File: config.mk
export PLATFORM = sky130hd
export DESIGN_NAME = snr_table_rate_selector
export DESIGN_NICKNAME = d
export VERILOG_FILES = /design/src/sv/snr_rs_pkg.sv /design/src/sv/snr_rs_ctrl.sv /design/src/sv/snr_rs_dp.sv /design/src/sv/snr_table_rate_selector.sv
export SDC_FILE = /design/constraint.sdc
export NUM_CORES = 1
export LEC_CHECK = 0
export ABC_AREA = 1
export BUFFER_PORTS_ARGS = -buffer_cell sky130_fd_sc_hd__buf_2
export CAP_MARGIN = 20
export CORE_UTILIZATION = 55
export CTS_CLUSTER_SIZE = 40
export DETAILED_ROUTE_END_ITERATION = 8
export HOLD_SLACK_MARGIN = 0.08
export PLACE_DENSITY_LB_ADDON = 0.25
export SYNTH_ARGS = -nofsm -noshare
export SYNTH_HDL_FRONTEND = slang
export SYNTH_SLANG_ARGS = --single-unit
File: constraint.sdc
create_clock -name clk -period 3.4 [get_ports clk]
set_input_delay 0 -clock clk [delete_from_list [all_inputs] [get_ports clk]]
set_output_delay 0 -clock clk [all_outputs]
set_load 0.1 [all_outputs]
File: src/sv/snr_rs_pkg.sv
// Shared types and constants for the SNR table rate selector.
// No dependencies; imported by the controller, datapath and top level.
package snr_rs_pkg;

	localparam int RI_W  = 4;   // rate index width
	localparam int SNR_W = 16;  // signed Q8.8 dB
	localparam int CFG_IDX_W = 1;

	// configuration register indexes
	localparam logic [CFG_IDX_W-1:0] REG_MIN_RATE = 1'b0;
	localparam logic [CFG_IDX_W-1:0] REG_MAX_RATE = 1'b1;

	// controller -> datapath commands
	typedef struct packed {
		logic start;  // load an in-range item, write the table, arm the scan
		logic bad;    // latch an out-of-range item
		logic scan;   // advance the table scan
		logic load;   // move the selection into the output register
	} dp_cmd_t;

	// datapath -> controller status
	typedef struct packed {
		logic in_ok;  // presented rate index lies in the usable range
		logic stop;   // scan reached an unmeasured entry or the last entry
	} dp_stat_t;

endpackage

File: src/sv/snr_rs_ctrl.sv
// Controller state machine for the SNR table rate selector.
// Depends on snr_rs_pkg for the command and status structs.
module snr_rs_ctrl (
	input  logic                 clk,
	input  logic                 arst_n,
	input  logic                 in_valid,
	output logic                 in_ready,
	output logic                 out_valid,
	input  logic                 out_ready,
	input  snr_rs_pkg::dp_stat_t stat,
	output snr_rs_pkg::dp_cmd_t  cmd
);
	import snr_rs_pkg::*;

	typedef enum logic [1:0] {
		ST_IDLE,
		ST_SCAN,
		ST_DONE
	} state_t;

	state_t state_q;
	logic   out_valid_q;

	// decode commands from state and handshakes
	always_comb begin
		cmd       = '0;
		cmd.start = (state_q == ST_IDLE) && in_valid && stat.in_ok;
		cmd.bad   = (state_q == ST_IDLE) && in_valid && !stat.in_ok;
		cmd.scan  = (state_q == ST_SCAN);
		cmd.load  = (state_q == ST_DONE) && (!out_valid_q || out_ready);
	end

	assign in_ready  = (state_q == ST_IDLE);
	assign out_valid = out_valid_q;

	// hold state and output valid
	always_ff @(posedge clk or negedge arst_n) begin
		if (!arst_n) begin
			state_q     <= ST_IDLE;
			out_valid_q <= 1'b0;
		end else begin
			if (cmd.load) begin
				out_valid_q <= 1'b1;
			end else if (out_ready) begin
				out_valid_q <= 1'b0;
			end
			unique case (state_q)
				ST_IDLE: begin
					if (cmd.start) begin
						state_q <= ST_SCAN;
					end else if (cmd.bad) begin
						state_q <= ST_DONE;
					end
				end
				ST_SCAN: begin
					if (stat.stop) begin
						state_q <= ST_DONE;
					end
				end
				ST_DONE: begin
					if (cmd.load) begin
						state_q <= ST_IDLE;
					end
				end
				default: state_q <= ST_IDLE;
			endcase
		end
	end

endmodule

File: src/sv/snr_rs_dp.sv
// Datapath for the SNR table rate selector: config registers, SNR table
// memory with per-entry valid bits, scan compare and output registers.
// Depends on snr_rs_pkg.
module snr_rs_dp #(
	parameter int NUM_RATES = 16
) (
	input  logic                                clk,
	input  logic                                arst_n,
	input  logic                                cfg_we,
	input  logic [snr_rs_pkg::CFG_IDX_W-1:0]    cfg_index,
	input  logic [snr_rs_pkg::RI_W-1:0]         cfg_data,
	input  logic [snr_rs_pkg::RI_W-1:0]         rate_index,
	input  logic signed [snr_rs_pkg::SNR_W-1:0] snr_db,
	input  snr_rs_pkg::dp_cmd_t                 cmd,
	output snr_rs_pkg::dp_stat_t                stat,
	output logic [snr_rs_pkg::RI_W-1:0]         best_rate_index,
	output logic                                rate_changed,
	output logic                                bad_index
);
	import snr_rs_pkg::*;

	localparam int AW   = (NUM_RATES > 1) ? $clog2(NUM_RATES) : 1;
	localparam int LAST = NUM_RATES - 1;

	logic [RI_W-1:0]         min_q, max_q;
	logic [RI_W-1:0]         hi_eff;
	logic signed [SNR_W-1:0] mem [NUM_RATES];
	logic [NUM_RATES-1:0]    valid_q;
	logic [RI_W-1:0]         scan_q, hi_q;
	logic                    issue_q;
	logic signed [SNR_W-1:0] rd_s1;
	logic                    vbit_s1, v_s1, last_s1;
	logic [RI_W-1:0]         idx_s1;
	logic signed [SNR_W-1:0] entry, top_q;
	logic [RI_W-1:0]         best_q, last_q;
	logic                    last_vld_q, bad_q;
	logic                    is_zero;

	// clamp the scan top to the table
	assign hi_eff = (32'(max_q) > LAST) ? RI_W'(LAST) : max_q;

	assign stat.in_ok = (rate_index >= min_q) && (rate_index <= max_q)
		&& (32'(rate_index) < NUM_RATES);

	// entry under evaluation; never-written entries read as zero
	assign entry     = vbit_s1 ? rd_s1 : '0;
	assign is_zero   = (entry == '0);
	assign stat.stop = cmd.scan && v_s1 && (is_zero || last_s1);

	// configuration registers
	always_ff @(posedge clk or negedge arst_n) begin
		if (!arst_n) begin
			min_q <= RI_W'(0);
			max_q <= RI_W'(7);
		end else if (cfg_we) begin
			unique case (cfg_index)
				REG_MIN_RATE: min_q <= cfg_data;
				REG_MAX_RATE: max_q <= cfg_data;
				default: ;
			endcase
		end
	end

	// table memory: write on start, registered read during scan
	always_ff @(posedge clk) begin
		if (cmd.start) begin
			mem[AW'(rate_index)] <= snr_db;
		end
		if (cmd.scan && issue_q) begin
			rd_s1 <= mem[AW'(scan_q)];
		end
	end

	// per-entry measured bits
	always_ff @(posedge clk or negedge arst_n) begin
		if (!arst_n) begin
			valid_q <= '0;
		end else if (cmd.start) begin
			valid_q[AW'(rate_index)] <= 1'b1;
		end
	end

	// scan control and read-stage tags
	always_ff @(posedge clk or negedge arst_n) begin
		if (!arst_n) begin
			issue_q <= 1'b0;
			v_s1    <= 1'b0;
		end else begin
			if (cmd.start) begin
				issue_q <= 1'b1;
			end else if (cmd.scan && issue_q && (scan_q == hi_q)) begin
				issue_q <= 1'b0;
			end
			v_s1 <= cmd.scan && issue_q;
		end
	end

	always_ff @(posedge clk) begin
		if (cmd.start) begin
			scan_q <= min_q;
			hi_q   <= hi_eff;
		end else if (cmd.scan && issue_q) begin
			scan_q  <= scan_q + RI_W'(1);
			idx_s1  <= scan_q;
			last_s1 <= (scan_q == hi_q);
			vbit_s1 <= valid_q[AW'(scan_q)];
		end
	end

	// running winner; an unmeasured entry wins outright
	always_ff @(posedge clk) begin
		if (cmd.start) begin
			best_q <= rate_index;
			top_q  <= snr_db;
		end else if (cmd.scan && v_s1) begin
			if (is_zero) begin
				best_q <= idx_s1;
			end else if (entry > top_q) begin
				best_q <= idx_s1;
				top_q  <= entry;
			end
		end
	end

	// item kind and previous selection
	always_ff @(posedge clk or negedge arst_n) begin
		if (!arst_n) begin
			bad_q      <= 1'b0;
			last_q     <= '0;
			last_vld_q <= 1'b0;
		end else begin
			if (cmd.start) begin
				bad_q <= 1'b0;
			end else if (cmd.bad) begin
				bad_q <= 1'b1;
			end
			if (cmd.load && !bad_q) begin
				last_q     <= best_q;
				last_vld_q <= 1'b1;
			end
		end
	end

	// output register
	always_ff @(posedge clk) begin
		if (cmd.load) begin
			bad_index <= bad_q;
			if (bad_q) begin
				best_rate_index <= last_q;
				rate_changed    <= 1'b0;
			end else begin
				best_rate_index <= best_q;
				rate_changed    <= !last_vld_q || (best_q != last_q);
			end
		end
	end

endmodule

File: src/sv/snr_table_rate_selector.sv
// SNR table rate selector: stores each measured SNR per rate index and
// picks the rate for the next transmission by scanning the table.
// Scan: an in-range item starts a scan from min_rate_index up to
//   min(max_rate_index, NUM_RATES-1), cut short when an entry reads zero
//   (unmeasured); the one-port table memory reads one entry per cycle. An
//   out-of-range item skips the scan.
// One item at a time; the next item is accepted the cycle after the result
//   is loaded. Reset clears the table valid bits, the last selection and the
//   configuration (min 0, max 7) at once; no clearing pass.
module snr_table_rate_selector #(
	parameter int NUM_RATES = 16
) (
	input  logic                                clk,
	input  logic                                arst_n,
	input  logic                                cfg_valid,
	output logic                                cfg_ready,
	input  logic [snr_rs_pkg::CFG_IDX_W-1:0]    cfg_index,
	input  logic [snr_rs_pkg::RI_W-1:0]         cfg_data,
	input  logic                                in_valid,
	output logic                                in_ready,
	input  logic [snr_rs_pkg::RI_W-1:0]         rate_index,
	input  logic signed [snr_rs_pkg::SNR_W-1:0] snr_db,
	output logic                                out_valid,
	input  logic                                out_ready,
	output logic [snr_rs_pkg::RI_W-1:0]         best_rate_index,
	output logic                                rate_changed,
	output logic                                bad_index
);
	import snr_rs_pkg::*;

	dp_cmd_t  cmd;
	dp_stat_t stat;

	assign cfg_ready = 1'b1;

	snr_rs_ctrl u_ctrl (
		.clk       (clk),
		.arst_n    (arst_n),
		.in_valid  (in_valid),
		.in_ready  (in_ready),
		.out_valid (out_valid),
		.out_ready (out_ready),
		.stat      (stat),
		.cmd       (cmd)
	);

	snr_rs_dp #(
		.NUM_RATES (NUM_RATES)
	) u_dp (
		.clk             (clk),
		.arst_n          (arst_n),
		.cfg_we          (cfg_valid && cfg_ready),
		.cfg_index       (cfg_index),
		.cfg_data        (cfg_data),
		.rate_index      (rate_index),
		.snr_db          (snr_db),
		.cmd             (cmd),
		.stat            (stat),
		.best_rate_index (best_rate_index),
		.rate_changed    (rate_changed),
		.bad_index       (bad_index)
	);

	// at most one command per cycle
	a_cmd_onehot: assert property (@(posedge clk) disable iff (!arst_n)
		$onehot0({cmd.start, cmd.bad, cmd.scan, cmd.load}))
		else $error("controller issued overlapping commands");

	// an accepted item blocks the input until its result is loaded
	a_one_item: assert property (@(posedge clk) disable iff (!arst_n)
		in_valid && in_ready |=> !in_ready)
		else $error("input accepted while an item is in flight");

	// a rejected index never reports a change
	a_bad_nochange: assert property (@(posedge clk) disable iff (!arst_n)
		out_valid && bad_index |-> !rate_changed)
		else $error("out-of-range item reported a rate change");

endmodule

# [Word-level counts from Yosys, hierarchy flattened]
# Memory sizes are Yosys's and may differ from the RTL's. A register that Yosys moved wholly into a read port is not among the register bits.
# Index checks and enable logic that the tools add are counted.
[word_totals] regBits=75 mem_bits_rw=256 inputBits=30 out_inout_bits=9 word_cells=101 mem_count=1
[op_classes] addsub=1 n_lt_le_gt_ge=6 n_eq_ne=8 n_mux=29 n_bitwise=3 n_reduce_logical=33
[mem_list] memory="u_dp.mem" depth=16 width=16 read_ports=1 rd_ports_with_merged_regs=1 write_ports=1 line="snr_rs_dp.sv:27" rtl="logic signed [SNR_W-1:0] mem [NUM_RATES];"
[op_table] op="2-to-1 mux 16 bit" count=5
[op_table] op="2-to-1 mux 4 bit" count=7
[op_table] op="greater-than comparator 16 bit" count=1
[op_table] op="logical NOT 16 bit" count=1
[op_table] op="bitwise OR 16 bit" count=1
[op_table] op="nonzero test 2 bit" count=6
[op_table] op="logical AND 1 bit" count=11
[op_table] op="less-than comparator 4 x 5 -> 1 bit, second input constant" count=2
[op_table] op="2-to-1 mux 1 bit" count=10
[op_table] op="2-to-1 mux 2 bit" count=4
[op_table] op="AND reduction 2 bit" count=4
[op_table] op="case mux 2 bit (3 select lines)" count=1
[op_table] op="AND reduction 3 bit" count=2
[op_table] op="adder 4 x 1 -> 4 bit, second input constant" count=1
[op_table] op="binary-select mux 1 bit (select 4 bit)" count=1
[op_table] op="demux 1 bit (select 4 bit)" count=1
[op_table] op="== test 4 bit" count=1
[op_table] op=">= comparator 4 x 1 -> 1 bit, second input constant" count=1
[op_table] op=">= comparator 4 bit" count=1
[op_table] op="<= comparator 4 bit" count=1
[op_table] op="logical NOT 1 bit" count=4
[op_table] op="!= test 2 bit, second input constant" count=2
[op_table] op="!= test 4 bit" count=1
[op_table] op="logical OR 1 bit" count=3
[op_table] op="other kinds (7)" count=8

# [Logic depth before layout (Yosys ltp)]
# Gate-level depths: netlist of the first run.
[logic_depth] word_depth=7 depth_mapped=17 mapped_depth_nobuf=15

# [Cells and area by module]
# From an unflattened synthesis of the first run, not the netlist that was laid out.
[unflattened] hier_cells=1199 hier_area_um2=14446.4
[modules_own_cells] module="snr_rs_dp" n_inst=1 cells_each=1172 area_per_inst_um2=14254.9
[modules_own_cells] module="snr_rs_ctrl" n_inst=1 cells_each=25 area_per_inst_um2=180.2
[modules_own_cells] module="snr_table_rate_selector" n_inst=1 cells_each=2 area_per_inst_um2=11.3

# [Worst setup path before layout of the first run]
# No wires, ideal clock.
[synth_path] path_kind="register -> register" startpoint="register u_ctrl.state_q[0]" endpoint="memory u_dp.mem[12][0], enable pin" setup_time_ns=0.388 arrival_time_ns=3.224 required_time_ns=3.012 path_slack_ns=-0.213 path_stages_with_launch=6 n_path_buf=0 path_cell_list="dfrtp_1 -> nor2_1 -> nand2_1 -> nor2_4 -> nand3_2 -> nor2_1"
[synth_via] elab_chain_len=5
[synth_rtl] item="from (decl)" line="snr_rs_ctrl.sv:21" rtl="state_t state_q;"
[synth_rtl] item="from (signal assigned)" line="snr_rs_ctrl.sv:39" rtl="state_q <= ST_IDLE;"
[synth_rtl] item="from (signal assigned)" line="snr_rs_ctrl.sv:50" rtl="state_q <= ST_SCAN;"
[synth_rtl] item="from (signal assigned)" line="snr_rs_ctrl.sv:52" rtl="state_q <= ST_DONE;"
[synth_rtl] item="logical NOT 2 bit"
[synth_rtl] item="named net in_ready" line="snr_table_rate_selector.sv:20" rtl="output logic in_ready,"
[synth_rtl] item="logical AND 1 bit (2 in series)" line="snr_rs_ctrl.sv:27" rtl="cmd.start = (state_q == ST_IDLE) && in_valid && stat.in_ok;"
[synth_rtl] item="2-to-1 mux 1 bit" line="snr_rs_dp.sv:66" rtl="if (cmd.start) begin"
[synth_rtl] item="2-to-1 mux 1 bit (not written as such)" line="snr_rs_dp.sv:67" rtl="mem[AW'(rate_index)] <= snr_db;"
[synth_rtl] item="to (decl)" line="snr_rs_dp.sv:27"
# The timed path passes the listed nets, and every way through them passes these cells.

# [Worst setup path after layout of the first run]
[layout_path] startpoint="register u_dp.max_q[1], in the netlist u_dp.hi_eff[1]" endpoint="register u_dp.valid_q[15]"
[layout_via] elab_chain_len=3
[layout_rtl] item="from (decl)" line="snr_rs_dp.sv:25" rtl="logic [RI_W-1:0] min_q, max_q;"
[layout_rtl] item="from (signal assigned)" line="snr_rs_dp.sv:58" rtl="REG_MAX_RATE: max_q <= cfg_data;"
[layout_rtl] item="<= comparator 4 bit" line="snr_rs_dp.sv:42" rtl="assign stat.in_ok = (rate_index >= min_q) && (rate_index <= max_q)"
[layout_rtl] item="logical AND 1 bit" line="snr_rs_dp.sv:42"
[layout_rtl] item="logical AND 1 bit" line="snr_rs_ctrl.sv:27"
[layout_rtl] item="to (signal assigned)" line="snr_rs_dp.sv:77" rtl="valid_q <= '0;"
[layout_rtl] item="to (signal, indexed assignment)" line="snr_rs_dp.sv:79" rtl="valid_q[AW'(rate_index)] <= 1'b1;"
[layout_rtl] item="to (decl)" line="snr_rs_dp.sv:28" rtl="logic [NUM_RATES-1:0] valid_q;"
# Every way passes these cells.
# A chain may end at the register's enable or synchronous reset.

==> impl_metrics.tcl, run 1 <==
set metrics [dict create \
    report.final.setup_viol 0 \
    endpoint_kind "register" \
    ir_worst_vdd_uv 556 \
    fp.dieArea_sq_um 26600 \
    tritoncts "done" \
    fp.dieH_microns 163 \
    drt-pass1-iter-count 6 \
    asyncSetResetFlopFracSynth 0.101 \
    yosys-top-cells-area "sky130_fd_sc_hd__edfxtp_1 (66%), sky130_fd_sc_hd__dfrtp_1 (5.6%), sky130_fd_sc_hd__nand2_1 (5.5%)" \
    grt_pass1_wl_microns 51900 \
    arrival_ns 3.57 \
    netlist_area_sq_um 14300 \
    power.density_cell_area_nw_per_um2 728 \
    synth_nets 1219 \
    timing.critical_path.required_ns 3.86 \
    cts.reportedPaths.clkPinSlew_ns 0.06 \
    routedWlPerCell_microns 21.1 \
    hold_path.class "input port to async pin" \
    global_route_usage_over_all_layers 0.264 \
    postRouteAntennaNets 0 \
    post_synth.cell_area_avg_sq_um 12.3 \
    placed_area_sq_um 15000 \
    final_common_cell "sky130_fd_sc_hd__edfxtp_1" \
    min_period_ns 3.12 \
    cp-start-kind "register" \
    core.rowCount 58 \
    synth_edf_count 312 \
    max_slew.worst_pin.slew_ns 0.871 \
    io_pins 39 \
    clockRootBuffer "sky130_fd_sc_hd__clkbuf_16" \
    hold_buf_count_cts 35 \
    drt-initial-drc-count 1036 \
    yosysTopAreaCell "sky130_fd_sc_hd__edfxtp_1" \
    routed-via-count 9386 \
    grt_max_degree 143 \
    h-tree-depth 2 \
    synthDistinctLibCells 36 \
    antenna_cells_inserted 0 \
    clock-skew-final_ns 0.0210 \
    final_design_area_no_fill_sq_um 16400 \
    io_buffers 37 \
    grt-ovfl-total 0 \
    yosysTopAreaCellShare 0.656 \
    place.gp.congestion 0.808 \
    grt_antenna_before_repair 2 \
    slew_headroom 0.419 \
    rsz0062_at_grt "false" \
    achievable-frequency_mhz 321 \
    power.leakage_uw 0.00614 \
    place.detailed.hpwl_microns 20400 \
    share_of_final_layout_standard_cells_stronger_than_drive_strength_1 0.119 \
    post_cts_resized 0 \
    postCtsSetupRepairBufs 0 \
    synth.ff_latch_count 347 \
    die_x_microns 163 \
    synth_cells 1164 \
    clock_path_buffers 3 \
    cts_inserted_buffers 36 \
    drv_cap 0 \
    clock_sinks 347 \
    flow.area_growth_from_synthesis_pct 14.7 \
    post-route-period-util 0.917 \
    initial_core_util 0.564 \
    drt_wl_total_microns 33900 \
    outcome "finished clean" \
    route.detailed.vias_per_inst 5.84 \
    ys_seq_area_frac 0.718 \
    final_max_slew_viol_count 0 \
    post-route-drc-count 0 \
    setup-tns-final_ns 0 \
    worst_setup_path_class "register to register" \
    first_global_vias 9056 \
    fp.coreArea_sq_um 25300 \
    worstSkewPairLatency_ns 0.52 \
    yosysWarningCount 0 \
    hold_fails_final_rpt 0 \
    highest_count_cells_in_the_layout_ignoring_fill_and_taps "sky130_fd_sc_hd__edfxtp_1 (312), sky130_fd_sc_hd__nand2_1 (209), sky130_fd_sc_hd__o21ai_0 (133), sky130_fd_sc_hd__nor2_1 (87), sky130_fd_sc_hd__inv_1 (80)" \
    ys.flop_type "sky130_fd_sc_hd__edfxtp_1" \
    timing.critical_path.fanout_max 11 \
    finalNetCount 1309 \
]
## metal layers
metal	global-route usage	vias to the layer above	share of wire
met1	0.369	4602	0.42
li1	-	4337	-
met4	0.106	2	0.036
met3	0.0482	80	0.078
met5	0	-	0.00038
met2	0.411	365	0.46
## through the flow
step,utilization,setup slack (ns),total power [uW],hold slack [ns],cells
global route,0.647,0.118,12500,0.203,1607
floorplan,-,0.342,7390,-0.296,1164
detailed placement,0.591,0.529,8320,0.138,1511
finish,0.647,0.282,11900,0.129,1607
global placement,0.591,0.615,8250,0.143,1511
CTS,0.647,0.302,12000,0.130,1607
## report_power, final
part / leakage [uW] / internal, uW / switching, uW
registers: 0.00322 / 5090 / 158
clock network: 0.000527 / 2110 / 1520
logic: 0.00240 / 844 / 2200
total: 0.00614 / 8040 / 3880
## flip-flops by register name, indices dropped and copies added, names as in the netlist
register and cells:
u_dp.last_q 4, u_dp.issue_q 1, u_ctrl.state_q 2, u_dp.v_s1 1, u_dp.last_s1 1, u_dp.best_rate_index 4, u_dp.best_q 4, u_dp.hi_q 4
u_dp.bad_index 1, u_dp.vbit_s1 1, u_dp.idx_s1 4, u_ctrl.out_valid 1, u_dp.bad_q 1, u_dp.min_q 4, u_dp.mem 256, u_dp.rate_changed 1
u_dp.top_q 16, u_dp.scan_q 4, u_dp.valid_q 16, u_dp.last_vld_q 1, u_dp.rd_s1 16, u_dp.hi_eff 4
## synthesized netlist by cell type (2+ instances only)
master,instances
sky130_fd_sc_hd__xor2_1,5
sky130_fd_sc_hd__buf_2,30
sky130_fd_sc_hd__o21ai_1,16
sky130_fd_sc_hd__o21ai_0,133
sky130_fd_sc_hd__buf_6,3
sky130_fd_sc_hd__nand4_1,16
sky130_fd_sc_hd__nand2_1,209
sky130_fd_sc_hd__a221oi_1,19
sky130_fd_sc_hd__nand3_2,2
sky130_fd_sc_hd__or2_1,5
sky130_fd_sc_hd__clkbuf_2,2
sky130_fd_sc_hd__o22ai_1,22
sky130_fd_sc_hd__o221ai_1,9
sky130_fd_sc_hd__buf_4,3
sky130_fd_sc_hd__ha_1,25
sky130_fd_sc_hd__o221a_2,3
sky130_fd_sc_hd__inv_1,80
sky130_fd_sc_hd__dfrtp_1,32
sky130_fd_sc_hd__nand3_1,36
sky130_fd_sc_hd__dfstp_2,3
sky130_fd_sc_hd__a21oi_1,56
sky130_fd_sc_hd__xnor2_1,3
sky130_fd_sc_hd__clkbuf_1,22
sky130_fd_sc_hd__inv_2,2
sky130_fd_sc_hd__nand2_2,2
sky130_fd_sc_hd__edfxtp_1,312
sky130_fd_sc_hd__nor2_1,102
sky130_fd_sc_hd__o21bai_1,4
## area by class of cell
cell class / count / area [sq um]
clock buffer: 48 / 987
clock inverter: 13 / 86.3
fill: 1849 / 8950
inverter: 82 / 309
multi-input combinational: 675 / 3460
sequential: 347 / 10200
tap: 330 / 413
timing repair buffer: 112 / 873
## critical path, stage by stage, from the launching register on
cell,delay [ns]
sky130_fd_sc_hd__dfstp_2,0.53
sky130_fd_sc_hd__inv_1,0.04
sky130_fd_sc_hd__ha_1,0.28
sky130_fd_sc_hd__inv_1,0.06
sky130_fd_sc_hd__nor2_1,0.04
sky130_fd_sc_hd__o21ai_1,0.11
sky130_fd_sc_hd__nand2_1,0.06
sky130_fd_sc_hd__nand2_1,0.05
sky130_fd_sc_hd__nand2_1,0.08
sky130_fd_sc_hd__nor2_4,0.26
sky130_fd_sc_hd__nand3_2,0.21
sky130_fd_sc_hd__dlygate4sd3_1,0.67
sky130_fd_sc_hd__o21ai_1,0.13
sky130_fd_sc_hd__dlygate4sd3_1,0.55
## worst paths after layout
path | cells after the start | slack (ns) | from | to
min reg2reg | 2 | 0.46 | u_dp.valid_q[6] | u_dp.valid_q[6]
max | 13 | 0.28 | u_dp.hi_eff[1] | u_dp.valid_q[15]
min | 2 | 0.13 | arst_n | u_dp.valid_q[11]
max reg2reg | 13 | 0.28 | u_dp.hi_eff[1] | u_dp.valid_q[15]
max in group asynchronous | 2 | 2.74 | arst_n | u_dp.issue_q
min in group clk | 3 | 0.23 | out_ready | u_ctrl.out_valid
## logic make-up (layout without fill, tap and decap cells)
group	after synthesis	count (layout)	share of synthesized area
adders and majority gates	25	25	0.0219
buffers and inverters	142	255	0.0425
xor gates and xnor gates	8	8	0.00491
other	1	1	0.000263
AOI/OAI and AO/OA	266	266	0.105
and+or+nand+nor	375	375	0.107
DFF	347	347	0.718
No activity file was read; power rests on OpenSTA's default activity.
==> run 2, diff against run 1 <==
- PLACE_DENSITY: default -> 0.69
- PLACE_DENSITY_LB_ADDON: 0.25 -> default
==> run 2 against run 1 <==
Against the previous run:
- first-iteration DRC count is 25% higher
- final cell count is 0.31% lower
- register-to-register slack better by 0.31 ns
- sequential power hardly changed
- setup slack better by 0.31 ns
- combinational power is 1% higher
- critical endpoint is now u_dp.mem[11][15]
- highest routed layer is now met4
==> impl_metrics.tcl, run 2 (same netlist as run 1, synthesis figures left out) <==
set metrics [dict create \
    outcome "finished clean" \
    p_int_uw 8230 \
    first_global_vias 8888 \
    post-route-period-util 0.825 \
    netSwitchingFraction 0.327 \
    largest_register_ffs 256 \
    core.rowCount 58 \
    drt-pass1-iter-count 5 \
    place.detailed.hpwl_microns 21600 \
    power.density_cell_area_nw_per_um2 745 \
    slew_headroom 0.430 \
    setup-tns-final_ns 0 \
    drt_wl_total_microns 34800 \
    route.detailed.vias_per_inst 5.82 \
    h-tree-depth 2 \
    endpoint_kind "register" \
    final_cells 1602 \
    crit_path_top_delay_cell "sky130_fd_sc_hd__dfstp_2" \
    routedWlPerCell_microns 21.7 \
    clock_sinks 347 \
    worst_path_cell_chain "inv_1 -> ha_1 -> inv_1 -> nor2_1 -> o21ai_1 -> nand2_1 -> nand2_1 -> nand2_1 -> nor2_4 -> nand3_2 -> nor2_2 -> buf_4" \
    tritoncts "done" \
    fp.dieArea_sq_um 26600 \
    global_route_usage_over_all_layers 0.272 \
    place.gp.congestion 0.907 \
    io_buffers 37 \
    achievable-frequency_mhz 356 \
    power_frac_clock 0.317 \
    grt_pass1_wl_microns 53000 \
    power.sequential.fraction 0.430 \
    post-route-drc-count 0 \
    hold_path.class "input port to async pin" \
    io_pins 39 \
    finalNetCount 1298 \
    flow.area_growth_from_synthesis_pct 14.9 \
    clock-skew-final_ns 0.0147 \
    worstSkewPairLatency_ns 0.52 \
    clockRootBuffer "sky130_fd_sc_hd__clkbuf_16" \
    fp.dieH_microns 163 \
    arrival_ns 3.03 \
    post-layout-total-power_uw 12200 \
    worst_setup_path_class "register to register" \
    crit_path_frequent_cell "sky130_fd_sc_hd__nand2_1" \
    hold_fails_final_rpt 0 \
    final_common_cell "sky130_fd_sc_hd__edfxtp_1" \
    grt_antenna_before_repair 1 \
    rsz0062_at_grt "false" \
    timing.critical_path.required_ns 3.62 \
    highest_count_cells_in_the_layout_ignoring_fill_and_taps "sky130_fd_sc_hd__edfxtp_1 (312), sky130_fd_sc_hd__nand2_1 (209), sky130_fd_sc_hd__o21ai_0 (133), sky130_fd_sc_hd__nor2_1 (85), sky130_fd_sc_hd__inv_1 (80)" \
    share_comb_of_total_power 0.253 \
    largest_register "u_dp.mem" \
    postCtsSetupRepairBufs 0 \
    cts.reportedPaths.clkPinSlew_ns 0.06 \
    final_max_slew_viol_count 0 \
    min_period_ns 2.81 \
    clock_path_buffers 3 \
    grt_max_degree 143 \
    initial_core_util 0.564 \
    netSwitchingPower_uw 3990 \
    report.final.setup_viol 0 \
    ir_worst_vdd_uv 572 \
    timing.critical_path.fanout_max 10 \
    grt-ovfl-total 0 \
    drt-initial-drc-count 1290 \
    die_x_microns 163 \
    share_of_final_layout_standard_cells_stronger_than_drive_strength_1 0.114 \
    routed-via-count 9319 \
    power.leakage_uw 0.00613 \
    timing.reg2reg.worst_path_depth 12 \
    slowest_delay_ns 0.54 \
    drv_cap 0 \
    cp-start-kind "register" \
    number_of_placed_cells_counting_well_taps 1500 \
    cts_inserted_buffers 38 \
    max_slew.worst_pin.slew_ns 0.854 \
    postRouteAntennaNets 0 \
    fp.coreArea_sq_um 25300 \
]
run 2: cell count changes in the layout (fill, tap and decap cells not counted), sizes merged:
cell	change
diode	+1
dlygate4sd3	-2
clkinv	-3
clkbuf	+11
buf	-11
clkinvlp	-1
run 2: timing repair:
item	in CTS	in global routing
hold endpoints to repair	319	0
gates resized for setup	0	0
hold buffers	33	0
run 2: final cells by class:
cell class              instances  area, sq um
clock inverters                 9         66.3
well taps                     330          413
flip-flops and latches        347        10200
inverters                      82          309
diodes                          1         2.50
repair buffers                 99          783
multi-input cells             675         3470
fillers                      1894         8920
clock buffers                  59         1110
run 2: power by group through the flow:
stage          clock, uW  sequential (uW)  combinational, uW
5_1_grt             4090             5290               3360
3_5_place_dp           0             5340               3010
3_3_place_gp           0             5340               2970
2_1_floorplan          0             5530               1860
6_report            3880             5260               3090
4_1_cts             3920             5260               3070
run 2: path summary, 6_finish.rpt:
path | from | endpoint | slack, ns
max | u_dp.hi_eff[1] | u_dp.mem[11][15] | 0.59
min | arst_n | u_dp.min_q[3] | 0.13
max reg2reg | u_dp.hi_eff[1] | u_dp.mem[11][15] | 0.59
min reg2reg | u_dp.last_vld_q | u_dp.last_vld_q | 0.45
max in group asynchronous | arst_n | u_ctrl.out_valid | 2.73
min in group clk | out_ready | u_ctrl.out_valid | 0.24
run 2: worst max-delay path, delay by kind of cell, from the launching register on:
family                     cells  cell delay, ns
DFF                            1            0.54
and+or+nand+nor                7            1.19
AOI/OAI and AO/OA              1            0.13
adders and majority gates      1            0.28
buffers and inverters          3            0.37
run 2: through the flow:
| step | worst slack (ns) | instance area, sq um | utilization | hold slack (ns) |
|---|---|---|---|---|
| floorplan | 0.342 | 14300 | - | -0.296 |
| global placement | 0.707 | 14900 | 0.588 | 0.151 |
| detailed placement | 0.619 | 14900 | 0.588 | 0.150 |
| CTS | 0.613 | 16400 | 0.648 | 0.153 |
| global route | 0.389 | 16400 | 0.648 | 0.216 |
| finish | 0.594 | 16400 | 0.648 | 0.133 |
run 2: layer usage:
metal,track usage,up-vias,part of all wire
met1,0.390,4448,0.42
met5,0,-,0
li1,-,4329,-
met2,0.416,464,0.46
met3,0.0490,78,0.088
met4,0.103,0,0.036
